==> src/hw/rtl/atms_pkg.sv <==
// Shared types and constants of the ADC trimmed-mean scaler.
`default_nettype none

package atms_pkg;

    // Window of samples that makes up one result.
    localparam int unsigned WINDOW_SIZE = 10;
    localparam int unsigned CNT_W       = 4;
    localparam int unsigned MEAN_SHIFT  = 3;

    // Field widths of the configuration registers.
    localparam int unsigned MODE_W  = 2;
    localparam int unsigned FLOOR_W = 12;
    localparam int unsigned GAIN_W  = 24;
    localparam int unsigned VALUE_W = 32;

    // Configuration port widths.
    localparam int unsigned CFG_IDX_W  = 3;
    localparam int unsigned CFG_DATA_W = 32;

    // Scaling modes.
    localparam logic [MODE_W-1:0] MODE_LOOP   = 2'd0;
    localparam logic [MODE_W-1:0] MODE_LINEAR = 2'd1;
    localparam logic [MODE_W-1:0] MODE_DOUBLE = 2'd2;

    // Register indexes on the configuration port.
    localparam logic [CFG_IDX_W-1:0] REG_SCALE_MODE = 3'd0;
    localparam logic [CFG_IDX_W-1:0] REG_FLOOR_CODE = 3'd1;
    localparam logic [CFG_IDX_W-1:0] REG_GAIN       = 3'd2;
    localparam logic [CFG_IDX_W-1:0] REG_OFFSET     = 3'd3;
    localparam logic [CFG_IDX_W-1:0] REG_LOW        = 3'd4;
    localparam logic [CFG_IDX_W-1:0] REG_HIGH       = 3'd5;

    // Reset values of the configuration registers.
    localparam logic [MODE_W-1:0]  RST_MODE   = MODE_LINEAR;
    localparam logic [FLOOR_W-1:0] RST_FLOOR  = 12'd0;
    localparam logic [GAIN_W-1:0]  RST_GAIN   = 24'h01_0000;
    localparam logic [VALUE_W-1:0] RST_OFFSET = 32'h0000_0000;
    localparam logic [VALUE_W-1:0] RST_LOW    = 32'h0000_0000;
    localparam logic [VALUE_W-1:0] RST_HIGH   = 32'h7FFF_FFFF;

    // Configuration seen by the datapath. Values are Q16.16 two's complement.
    typedef struct packed {
        logic [MODE_W-1:0]  scale_mode;
        logic [FLOOR_W-1:0] floor_code;
        logic [GAIN_W-1:0]  gain;
        logic [VALUE_W-1:0] offset_value;
        logic [VALUE_W-1:0] low_value;
        logic [VALUE_W-1:0] high_value;
    } cfg_t;

endpackage

`default_nettype wire

==> src/hw/rtl/atms_cfg_regs.sv <==
// Configuration register file of the ADC trimmed-mean scaler.
`default_nettype none

module atms_cfg_regs (
    input  wire logic                              clk,
    input  wire logic                              rst_n,
    input  wire logic                              cfg_valid,
    output      logic                              cfg_ready,
    input  wire logic [atms_pkg::CFG_IDX_W-1:0]    cfg_index,
    input  wire logic [atms_pkg::CFG_DATA_W-1:0]   cfg_data,
    output      atms_pkg::cfg_t                    cfg
);

    atms_pkg::cfg_t cfg_reg;
    atms_pkg::cfg_t cfg_next;
    logic           wr_en;
    logic [atms_pkg::MODE_W-1:0] mode_wr;

    // Writes are always taken; the port is always ready.
    assign cfg_ready = 1'b1;
    assign wr_en     = cfg_valid && cfg_ready;
    assign mode_wr   = cfg_data[atms_pkg::MODE_W-1:0];

    // Decode the register index; an unknown mode code leaves the mode unchanged.
    always_comb
    begin
        cfg_next = cfg_reg;
        if (wr_en)
        begin
            case (cfg_index)
                atms_pkg::REG_SCALE_MODE:
                begin
                    if (mode_wr inside {atms_pkg::MODE_LOOP, atms_pkg::MODE_LINEAR,
                                        atms_pkg::MODE_DOUBLE})
                    begin
                        cfg_next.scale_mode = mode_wr;
                    end
                end
                atms_pkg::REG_FLOOR_CODE:
                    cfg_next.floor_code = cfg_data[atms_pkg::FLOOR_W-1:0];
                atms_pkg::REG_GAIN:
                    cfg_next.gain = cfg_data[atms_pkg::GAIN_W-1:0];
                atms_pkg::REG_OFFSET:
                    cfg_next.offset_value = cfg_data[atms_pkg::VALUE_W-1:0];
                atms_pkg::REG_LOW:
                    cfg_next.low_value = cfg_data[atms_pkg::VALUE_W-1:0];
                atms_pkg::REG_HIGH:
                    cfg_next.high_value = cfg_data[atms_pkg::VALUE_W-1:0];
                default:
                    cfg_next = cfg_reg;
            endcase
        end
    end

    // Register storage with documented reset values.
    always_ff @(posedge clk or negedge rst_n)
    begin
        if (!rst_n)
        begin
            cfg_reg.scale_mode   <= atms_pkg::RST_MODE;
            cfg_reg.floor_code   <= atms_pkg::RST_FLOOR;
            cfg_reg.gain         <= atms_pkg::RST_GAIN;
            cfg_reg.offset_value <= atms_pkg::RST_OFFSET;
            cfg_reg.low_value    <= atms_pkg::RST_LOW;
            cfg_reg.high_value   <= atms_pkg::RST_HIGH;
        end
        else
        begin
            cfg_reg <= cfg_next;
        end
    end

    assign cfg = cfg_reg;

`ifndef ASSERT_OFF
    // The mode register never holds the unused code.
    a_mode_legal: assert property (@(posedge clk) disable iff (!rst_n)
        cfg_reg.scale_mode == atms_pkg::MODE_LOOP
        || cfg_reg.scale_mode == atms_pkg::MODE_LINEAR
        || cfg_reg.scale_mode == atms_pkg::MODE_DOUBLE)
        else $error("scale mode register holds an illegal code");
`endif

endmodule

`default_nettype wire

==> src/hw/rtl/atms_window_acc.sv <==
// Window accumulator: running sum, maximum, minimum and trimmed mean.
`default_nettype none

module atms_window_acc #(
    parameter int unsigned SAMPLE_BITS = 12
) (
    input  wire logic                   clk,
    input  wire logic                   rst_n,
    input  wire logic                   in_valid,
    output      logic                   in_stall,
    input  wire logic [SAMPLE_BITS-1:0] sample,
    output      logic                   win_valid,
    input  wire logic                   win_ready,
    output      logic [SAMPLE_BITS-1:0] win_mean
);

    localparam int unsigned SUM_W = SAMPLE_BITS + 4;

    logic [atms_pkg::CNT_W-1:0] count_reg, count_next;
    logic [SUM_W-1:0]           sum_reg, sum_next;
    logic [SAMPLE_BITS-1:0]     max_reg, max_next;
    logic [SAMPLE_BITS-1:0]     min_reg, min_next;
    logic                       win_valid_reg, win_valid_next;
    logic [SAMPLE_BITS-1:0]     win_mean_reg, win_mean_next;

    logic                   accept;
    logic                   last;
    logic                   adv;
    logic [SUM_W-1:0]       sum_upd;
    logic [SAMPLE_BITS-1:0] max_upd;
    logic [SAMPLE_BITS-1:0] min_upd;
    logic [SUM_W-1:0]       trimmed;

    // The window register may be refilled when empty or when it is being taken.
    assign adv      = !win_valid_reg || win_ready;
    assign in_stall = !adv;
    assign accept   = in_valid && adv;
    assign last     = count_reg == atms_pkg::CNT_W'(atms_pkg::WINDOW_SIZE - 1);

    // Running statistics including the current sample.
    assign sum_upd = sum_reg + SUM_W'(sample);
    assign max_upd = (sample > max_reg) ? sample : max_reg;
    assign min_upd = (sample < min_reg) ? sample : min_reg;
    assign trimmed = sum_upd - SUM_W'(max_upd) - SUM_W'(min_upd);

    // Update the window state and hand off the mean on the last sample.
    always_comb
    begin
        count_next     = count_reg;
        sum_next       = sum_reg;
        max_next       = max_reg;
        min_next       = min_reg;
        win_valid_next = win_valid_reg;
        win_mean_next  = win_mean_reg;
        if (adv)
        begin
            win_valid_next = 1'b0;
        end
        if (accept)
        begin
            if (last)
            begin
                count_next     = '0;
                sum_next       = '0;
                max_next       = '0;
                min_next       = '1;
                win_valid_next = 1'b1;
                win_mean_next  = trimmed[atms_pkg::MEAN_SHIFT +: SAMPLE_BITS];
            end
            else
            begin
                count_next = count_reg + 1'b1;
                sum_next   = sum_upd;
                max_next   = max_upd;
                min_next   = min_upd;
            end
        end
    end

    // Control and statistics registers.
    always_ff @(posedge clk or negedge rst_n)
    begin
        if (!rst_n)
        begin
            count_reg     <= '0;
            sum_reg       <= '0;
            max_reg       <= '0;
            min_reg       <= '1;
            win_valid_reg <= 1'b0;
        end
        else
        begin
            count_reg     <= count_next;
            sum_reg       <= sum_next;
            max_reg       <= max_next;
            min_reg       <= min_next;
            win_valid_reg <= win_valid_next;
        end
    end

    // Mean payload register.
    always_ff @(posedge clk)
    begin
        win_mean_reg <= win_mean_next;
    end

    assign win_valid = win_valid_reg;
    assign win_mean  = win_mean_reg;

`ifndef ASSERT_OFF
    // The sample counter stays inside the window.
    a_count_range: assert property (@(posedge clk) disable iff (!rst_n)
        count_reg <= atms_pkg::CNT_W'(atms_pkg::WINDOW_SIZE - 1))
        else $error("sample counter beyond window");

    // Closing a window clears the statistics and presents a mean.
    a_window_close: assert property (@(posedge clk) disable iff (!rst_n)
        accept && last |=> win_valid_reg && count_reg == '0 && sum_reg == '0)
        else $error("window did not close cleanly");

    // A mean that is not taken stays unchanged.
    a_mean_hold: assert property (@(posedge clk) disable iff (!rst_n)
        win_valid_reg && !win_ready |=> win_valid_reg && $stable(win_mean_reg))
        else $error("pending mean was lost or changed");
`endif

endmodule

`default_nettype wire

==> src/hw/rtl/atms_scaler.sv <==
// Scaling datapath: floor, gain product, offset or base value, upper clamp and result register.
`default_nettype none

module atms_scaler #(
    parameter int unsigned SAMPLE_BITS = 12
) (
    input  wire logic                            clk,
    input  wire logic                            rst_n,
    input  wire atms_pkg::cfg_t                  cfg,
    input  wire logic                            win_valid,
    output      logic                            win_ready,
    input  wire logic [SAMPLE_BITS-1:0]          win_mean,
    output      logic                            out_valid,
    input  wire logic                            out_stall,
    output      logic [SAMPLE_BITS-1:0]          mean_code,
    output      logic signed [atms_pkg::VALUE_W-1:0] scaled_value,
    output      logic                            clamped
);

    localparam int unsigned X_W  = (SAMPLE_BITS > atms_pkg::FLOOR_W) ?
                                   SAMPLE_BITS : atms_pkg::FLOOR_W;
    localparam int unsigned MUL_W = atms_pkg::GAIN_W + X_W;
    localparam int unsigned PRD_W = MUL_W + 1;
    localparam int unsigned V_W   = PRD_W + 2;

    logic                   prd_valid_reg;
    logic [PRD_W-1:0]       prd_reg;
    logic [SAMPLE_BITS-1:0] prd_mean_reg;

    logic                          out_valid_reg;
    logic [SAMPLE_BITS-1:0]        mean_code_reg;
    logic [atms_pkg::VALUE_W-1:0]  scaled_reg;
    logic                          clamped_reg;

    logic              adv_out;
    logic              adv_prd;
    logic [X_W-1:0]    mean_ext;
    logic [X_W-1:0]    floor_ext;
    logic [X_W-1:0]    x_sel;
    logic [MUL_W-1:0]  mul;
    logic [PRD_W-1:0]  prd_next;
    logic signed [V_W-1:0] prd_s;
    logic signed [V_W-1:0] offset_s;
    logic signed [V_W-1:0] low_s;
    logic signed [V_W-1:0] high_s;
    logic signed [V_W-1:0] v;
    logic                  over;

    // Each stage moves when its successor has room.
    assign adv_out   = !out_valid_reg || !out_stall;
    assign adv_prd   = !prd_valid_reg || adv_out;
    assign win_ready = adv_prd;

    // Current-loop mode raises the mean to the 4 mA code before the product.
    assign mean_ext  = X_W'(win_mean);
    assign floor_ext = X_W'(cfg.floor_code);
    assign x_sel     = (cfg.scale_mode == atms_pkg::MODE_LOOP && mean_ext < floor_ext) ?
                       floor_ext : mean_ext;
    assign mul       = MUL_W'(cfg.gain) * MUL_W'(x_sel);
    assign prd_next  = (cfg.scale_mode == atms_pkg::MODE_DOUBLE) ?
                       {mul, 1'b0} : {1'b0, mul};

    // Product stage.
    always_ff @(posedge clk or negedge rst_n)
    begin
        if (!rst_n)
        begin
            prd_valid_reg <= 1'b0;
        end
        else if (adv_prd)
        begin
            prd_valid_reg <= win_valid;
        end
    end

    always_ff @(posedge clk)
    begin
        if (adv_prd && win_valid)
        begin
            prd_reg      <= prd_next;
            prd_mean_reg <= win_mean;
        end
    end

    // Offset or base value, then the upper clamp.
    assign prd_s    = $signed({2'b00, prd_reg});
    assign offset_s = $signed({{(V_W - atms_pkg::VALUE_W){cfg.offset_value[atms_pkg::VALUE_W-1]}},
                               cfg.offset_value});
    assign low_s    = $signed({{(V_W - atms_pkg::VALUE_W){cfg.low_value[atms_pkg::VALUE_W-1]}},
                               cfg.low_value});
    assign high_s   = $signed({{(V_W - atms_pkg::VALUE_W){cfg.high_value[atms_pkg::VALUE_W-1]}},
                               cfg.high_value});
    assign v        = (cfg.scale_mode == atms_pkg::MODE_LOOP) ? (prd_s - offset_s)
                                                              : (prd_s + low_s);
    assign over     = v > high_s;

    // Result stage.
    always_ff @(posedge clk or negedge rst_n)
    begin
        if (!rst_n)
        begin
            out_valid_reg <= 1'b0;
        end
        else if (adv_out)
        begin
            out_valid_reg <= prd_valid_reg;
        end
    end

    always_ff @(posedge clk)
    begin
        if (adv_out && prd_valid_reg)
        begin
            mean_code_reg <= prd_mean_reg;
            scaled_reg    <= over ? cfg.high_value : v[atms_pkg::VALUE_W-1:0];
            clamped_reg   <= over;
        end
    end

    assign out_valid    = out_valid_reg;
    assign mean_code    = mean_code_reg;
    assign scaled_value = $signed(scaled_reg);
    assign clamped      = clamped_reg;

`ifndef ASSERT_OFF
    // A product waiting on a full result register keeps its value.
    a_prd_hold: assert property (@(posedge clk) disable iff (!rst_n)
        prd_valid_reg && !adv_out |=> prd_valid_reg && $stable(prd_reg))
        else $error("pending product was lost or changed");

    // A product leaving its stage always lands in the result register.
    a_prd_to_out: assert property (@(posedge clk) disable iff (!rst_n)
        prd_valid_reg && adv_out |=> out_valid_reg)
        else $error("product did not reach the result register");
`endif

endmodule

`default_nettype wire

==> src/hw/rtl/adc_trimmed_mean_scaler.sv <==
// Top level of the ADC trimmed-mean scaler.
`default_nettype none

// Takes one ADC sample per clock cycle while in_stall is low and, after every
// tenth sample, emits one result transaction: the mean of the window with one
// highest and one lowest sample removed, and that mean scaled to a signed
// Q16.16 engineering value (4-20 mA loop, linear, or linear doubled) with an
// upper clamp flag. The running sum, maximum and minimum update as each sample
// is taken, so the block takes one input transaction every cycle unless the
// output side stalls it; the result passes from the mean register through the
// gain product register into the output register. Configuration is written
// through a separate index/data port that is always ready; registers should
// only be changed while no result is pending.
module adc_trimmed_mean_scaler #(
    parameter int unsigned SAMPLE_BITS = 12
) (
    input  wire logic                                 clk,
    input  wire logic                                 rst_n,
    input  wire logic                                 in_valid,
    output      logic                                 in_stall,
    input  wire logic [SAMPLE_BITS-1:0]               sample,
    output      logic                                 out_valid,
    input  wire logic                                 out_stall,
    output      logic [SAMPLE_BITS-1:0]               mean_code,
    output      logic signed [atms_pkg::VALUE_W-1:0]  scaled_value,
    output      logic                                 clamped,
    input  wire logic                                 cfg_valid,
    output      logic                                 cfg_ready,
    input  wire logic [atms_pkg::CFG_IDX_W-1:0]       cfg_index,
    input  wire logic [atms_pkg::CFG_DATA_W-1:0]      cfg_data
);

    atms_pkg::cfg_t         cfg;
    logic                   win_valid;
    logic                   win_ready;
    logic [SAMPLE_BITS-1:0] win_mean;

    // Configuration registers.
    atms_cfg_regs u_cfg (
        .clk       (clk),
        .rst_n     (rst_n),
        .cfg_valid (cfg_valid),
        .cfg_ready (cfg_ready),
        .cfg_index (cfg_index),
        .cfg_data  (cfg_data),
        .cfg       (cfg)
    );

    // Window statistics and trimmed mean.
    atms_window_acc #(
        .SAMPLE_BITS (SAMPLE_BITS)
    ) u_acc (
        .clk       (clk),
        .rst_n     (rst_n),
        .in_valid  (in_valid),
        .in_stall  (in_stall),
        .sample    (sample),
        .win_valid (win_valid),
        .win_ready (win_ready),
        .win_mean  (win_mean)
    );

    // Scaling and result register.
    atms_scaler #(
        .SAMPLE_BITS (SAMPLE_BITS)
    ) u_scl (
        .clk          (clk),
        .rst_n        (rst_n),
        .cfg          (cfg),
        .win_valid    (win_valid),
        .win_ready    (win_ready),
        .win_mean     (win_mean),
        .out_valid    (out_valid),
        .out_stall    (out_stall),
        .mean_code    (mean_code),
        .scaled_value (scaled_value),
        .clamped      (clamped)
    );

endmodule

`default_nettype wire

==> config.mk <==
export PLATFORM = sky130hd
export DESIGN_NAME = adc_trimmed_mean_scaler
export DESIGN_NICKNAME = d
export VERILOG_FILES = /design/src/hw/rtl/atms_pkg.sv /design/src/hw/rtl/atms_cfg_regs.sv /design/src/hw/rtl/atms_window_acc.sv /design/src/hw/rtl/atms_scaler.sv /design/src/hw/rtl/adc_trimmed_mean_scaler.sv
export SDC_FILE = /design/constraint.sdc
export NUM_CORES = 1
export LEC_CHECK = 0
export BUFFER_PORTS_ARGS = -buffer_cell sky130_fd_sc_hd__buf_2
export CAP_MARGIN = 10
export CORE_UTILIZATION = 45
export CTS_CLUSTER_SIZE = 28
export DETAILED_ROUTE_END_ITERATION = 8
export PLACE_DENSITY = 0.7
export SKIP_LAST_GASP = 1
export SYNTH_ARGS = -nofsm -noshare
export SYNTH_HDL_FRONTEND = slang
export SYNTH_SLANG_ARGS = --single-unit
==> constraint.sdc <==
create_clock -name clk -period 13.75 [get_ports clk]
set_clock_uncertainty 0.2 [all_clocks]
set_input_delay 0.6875 -clock clk [delete_from_list [all_inputs] [get_ports clk]]
set_output_delay 0.6875 -clock clk [all_outputs]
set_load 0.02 [all_outputs]
==> qor.yml <==
layout:
  filler_cell_count: 5208
  drive_gt1_share_pct: 14.42
  final_cell_count_without_fillers: 3496
  area_overhead_of_the_layout_relative_to_synthesis_pct: 9.115
  finalNetCount: 3208
  stdcell_area_um2: 28430
  largest_register_ffs: 134
  number_of_antenna_cells_inserted: 0
placement:
  numPlacedInstances: 3431
  hpwl_um: 49020
  buffer_ports.inserted: 98
  place.gp.congestion: 0.8994
  postPlaceCellArea_um2: 27220
sta:
  worst_slew_margin_rel_pct: 20.20
  setup_viol_count_final: 0
  hold_viol: 0
  timing.setup.tns_ps: 0
  worst_pin_slew_ps: 1197
  fin_crit_ps: 8523
  fin_crit_sh_pct: 61.98
  fmaxAchievable_ghz: 0.1173
  grt_setup_unrepaired: "false"
  final-max-slew-violation-count: 0
synthesis:
  syn_inst: 2670
  avgSynthCellArea_um2: 9.758
  main_synth_ff_type: "dfrtp_1"
  ys_async_sr_fraction_pct: 62.94
  synthesis.yosys.warnings: 0
  mappedNetlistArea_um2: 26050
  post_synth_num_cell_types: 84
  part_of_the_yosys_area_used_for_sequential_elements_pct: 29.72
  number_of_synthesized_flops_with_an_enable_pin: 106
  postSynthRegisterBits: 286
  synthesis.nets: 3165
routing:
  postRouteWirelength_um: 62820
  vias: 19196
  number_of_remaining_drc_errors: 0
  route.detailed.wl_per_inst_um: 17.97
  detailedRoute.firstPassIterationCount: 5
  initialDrtViolationCount: 1047
  ant_nets: 0
  drt-vias-per-instance: 5.491
clock_network:
  cts.path.max_buffers: 3
  clock_latency_of_the_later_clocked_register_in_the_worst_skew_pair_ps: 550
  postCtsSetupRepairBufs: 0
  cts.root.buffer_cell: "clkbuf_16"
  cts_tree: "built"
  cts-buffers-inserted: 35
  h_tree_levels: 2
  cts_sinks: 286
  clock_pin_slew_on_the_worst_setup_and_hold_paths_ps: 60
global_routing:
  grt_max_degree: 73
  vias_in_the_first_global_route: 20023
  grt_antenna_before_repair: 2
  overall_global_routing_resource_usage_pct: 21.80
  grt.overflow.total: 0
  grt_pass1_wl_um: 103800
setup_path:
  worst-path-max-fanout: 24
  critPathCaptureType: "flop"
  crit_path_start_kind: "flop"
  rr_worst_depth: 27
  cp.required_ps: 13860
  timing.critical_path.arrival_ps: 8630
  criticalPathCategory: "reg2reg"
die:
  start_util_pct: 45.85
  design.die.area_um2: 58860
  core.rowCount: 87
  die_h_um: 242.6
  top_level_ports: 100
  floorplan.core_area_um2: 56820
  chipWidth_um: 242.6
hold_path:
  holdPathStages: 2
  worst_min_path_class: "in2reg"
outcome:
  status: "finished, final reports clean"
job:
  drv.max_cap_violation_count: 0
## through the flow
stage | hold WS, ps | utilization, % | setup WS, ps
finish | 196.4 | 50.03 | 5227
global route | 195.6 | 50.03 | 4775
CTS | 175.9 | 50.03 | 5272
detailed placement | 211.3 | 47.91 | 5302
global placement | 205.9 | 47.90 | 5503
floorplan | 191.9 | - | 6227
## repair_timing
item	4_1_cts	5_1_grt
gates resized for setup	0	0
endpoints found under the hold margin	34	0
hold buffers	1	0
## cell usage in the layout, fill, tap and decap left out, drive strengths merged, types with 7 or more instances in the layout
master and n:
ha 211, inv 388, xor2 38, edfxtp 106
o31ai 7, a22o 13, clkbuf 43, a31oi 13
dfrtp 135, o21bai 17, dfstp 45, o41ai 9
o22a 13, nand4 23, buf 111, and3 8
nor3 24, nor2b 20, mux2 175, fa 232
a21oi 99, and2 86, o21ai 141, nor4 10
nor2 84, a21o 48, nand3 20, nand2b 16
a211oi 15, or3 14, xnor2 73, o21a 18
nand2 388, clkinv 12
## final cells by class
cell class                 instances  area, um^2  share of cell area (%)
sequential                       286        7744                   27.24
clock inverter                    21       227.7                  0.8010
tap                              756       945.9                   3.327
multi-input combinational       1895       16500                   58.05
inverter                         383        1438                   5.057
clock buffer                      43       967.2                   3.402
timing repair buffer             112       604.3                   2.126
## layer usage
| layer | global-route usage (%) | routed length (um) | part of all wire (%) |
|---|---|---|---|
| met1 | 27.85 | 26900 | 43 |
| met4 | 6.844 | 1821 | 2.9 |
| met5 | 0 | 11 | 0.018 |
| met3 | 3.538 | 3397 | 5.4 |
| met2 | 37.70 | 30690 | 49 |
## cells by family after synthesis
logic type      after synthesis  synth area share [%]
xor+xnor                    111                 3.731
fa+ha+maj                   443                 27.96
mux                         179                 7.717
other cells                   1               0.01439
buf+inv                     489                 7.088
flops                       286                 29.72
compound gates              440                 10.93
simple gates                721                 12.84
## final timing paths
kind / startpoint / end / slack, ps
worst max register to register: u_acc.win_mean[1] / u_scl.prd_reg[29] / 5230
worst max-delay path: u_acc.win_mean[1] / u_scl.prd_reg[29] / 5230
max in group asynchronous: rst_n / u_cfg.cfg[94] / 10760
worst min-delay path: cfg_data[29] / u_cfg.cfg[93] / 200
worst min register to register: u_scl.prd_mean_reg[0] / u_scl.mean_code[0] / 220
min in group asynchronous: rst_n / u_acc.max_reg[9] / 440
## synth_stat cells (18+ instances only)
cell type | count | area share (%)
nand2_1 | 388 | 5.6
nand4_1 | 23 | 0.55
a21o_1 | 48 | 1.4
xor2_1 | 38 | 1.3
mux2_1 | 25 | 1.1
edfxtp_1 | 106 | 12
nand3_1 | 20 | 0.38
and2_1 | 85 | 2.0
dfrtp_1 | 135 | 13
xnor2_1 | 73 | 2.5
o21ai_1 | 21 | 0.40
a21oi_1 | 99 | 1.9
mux2_2 | 150 | 6.5
o21ai_0 | 119 | 2.3
clkbuf_1 | 98 | 1.4
dfstp_2 | 45 | 4.5
fa_1 | 232 | 18
o21a_1 | 18 | 0.52
nor2b_1 | 20 | 0.48
ha_1 | 211 | 10
nor2_1 | 84 | 1.2
inv_1 | 383 | 5.5
nor3_1 | 23 | 0.44
## critical path, cell delays in order (launching register included)
cell and delay, ps:
edfxtp_1 410, ha_1 300, a21o_1 110, a21o_1 120, a211oi_1 60, o21ai_1 140
a31oi_1 100, o21ai_1 870, mux2_2 630, and2_1 270, fa_1 540, inv_1 50
fa_1 480, inv_1 60, fa_1 500, fa_1 540, inv_1 50, fa_1 520
inv_1 40, ha_1 380, o21a_1 160, o2111ai_1 110, a31oi_1 370, o2111ai_1 300
a311oi_1 450, nor2_1 90, xnor2_1 150, mux2_2 270
Power is left out: the tool's default activity adds up to more than one toggle a clock period on the data nets, which glitch-free logic cannot reach.
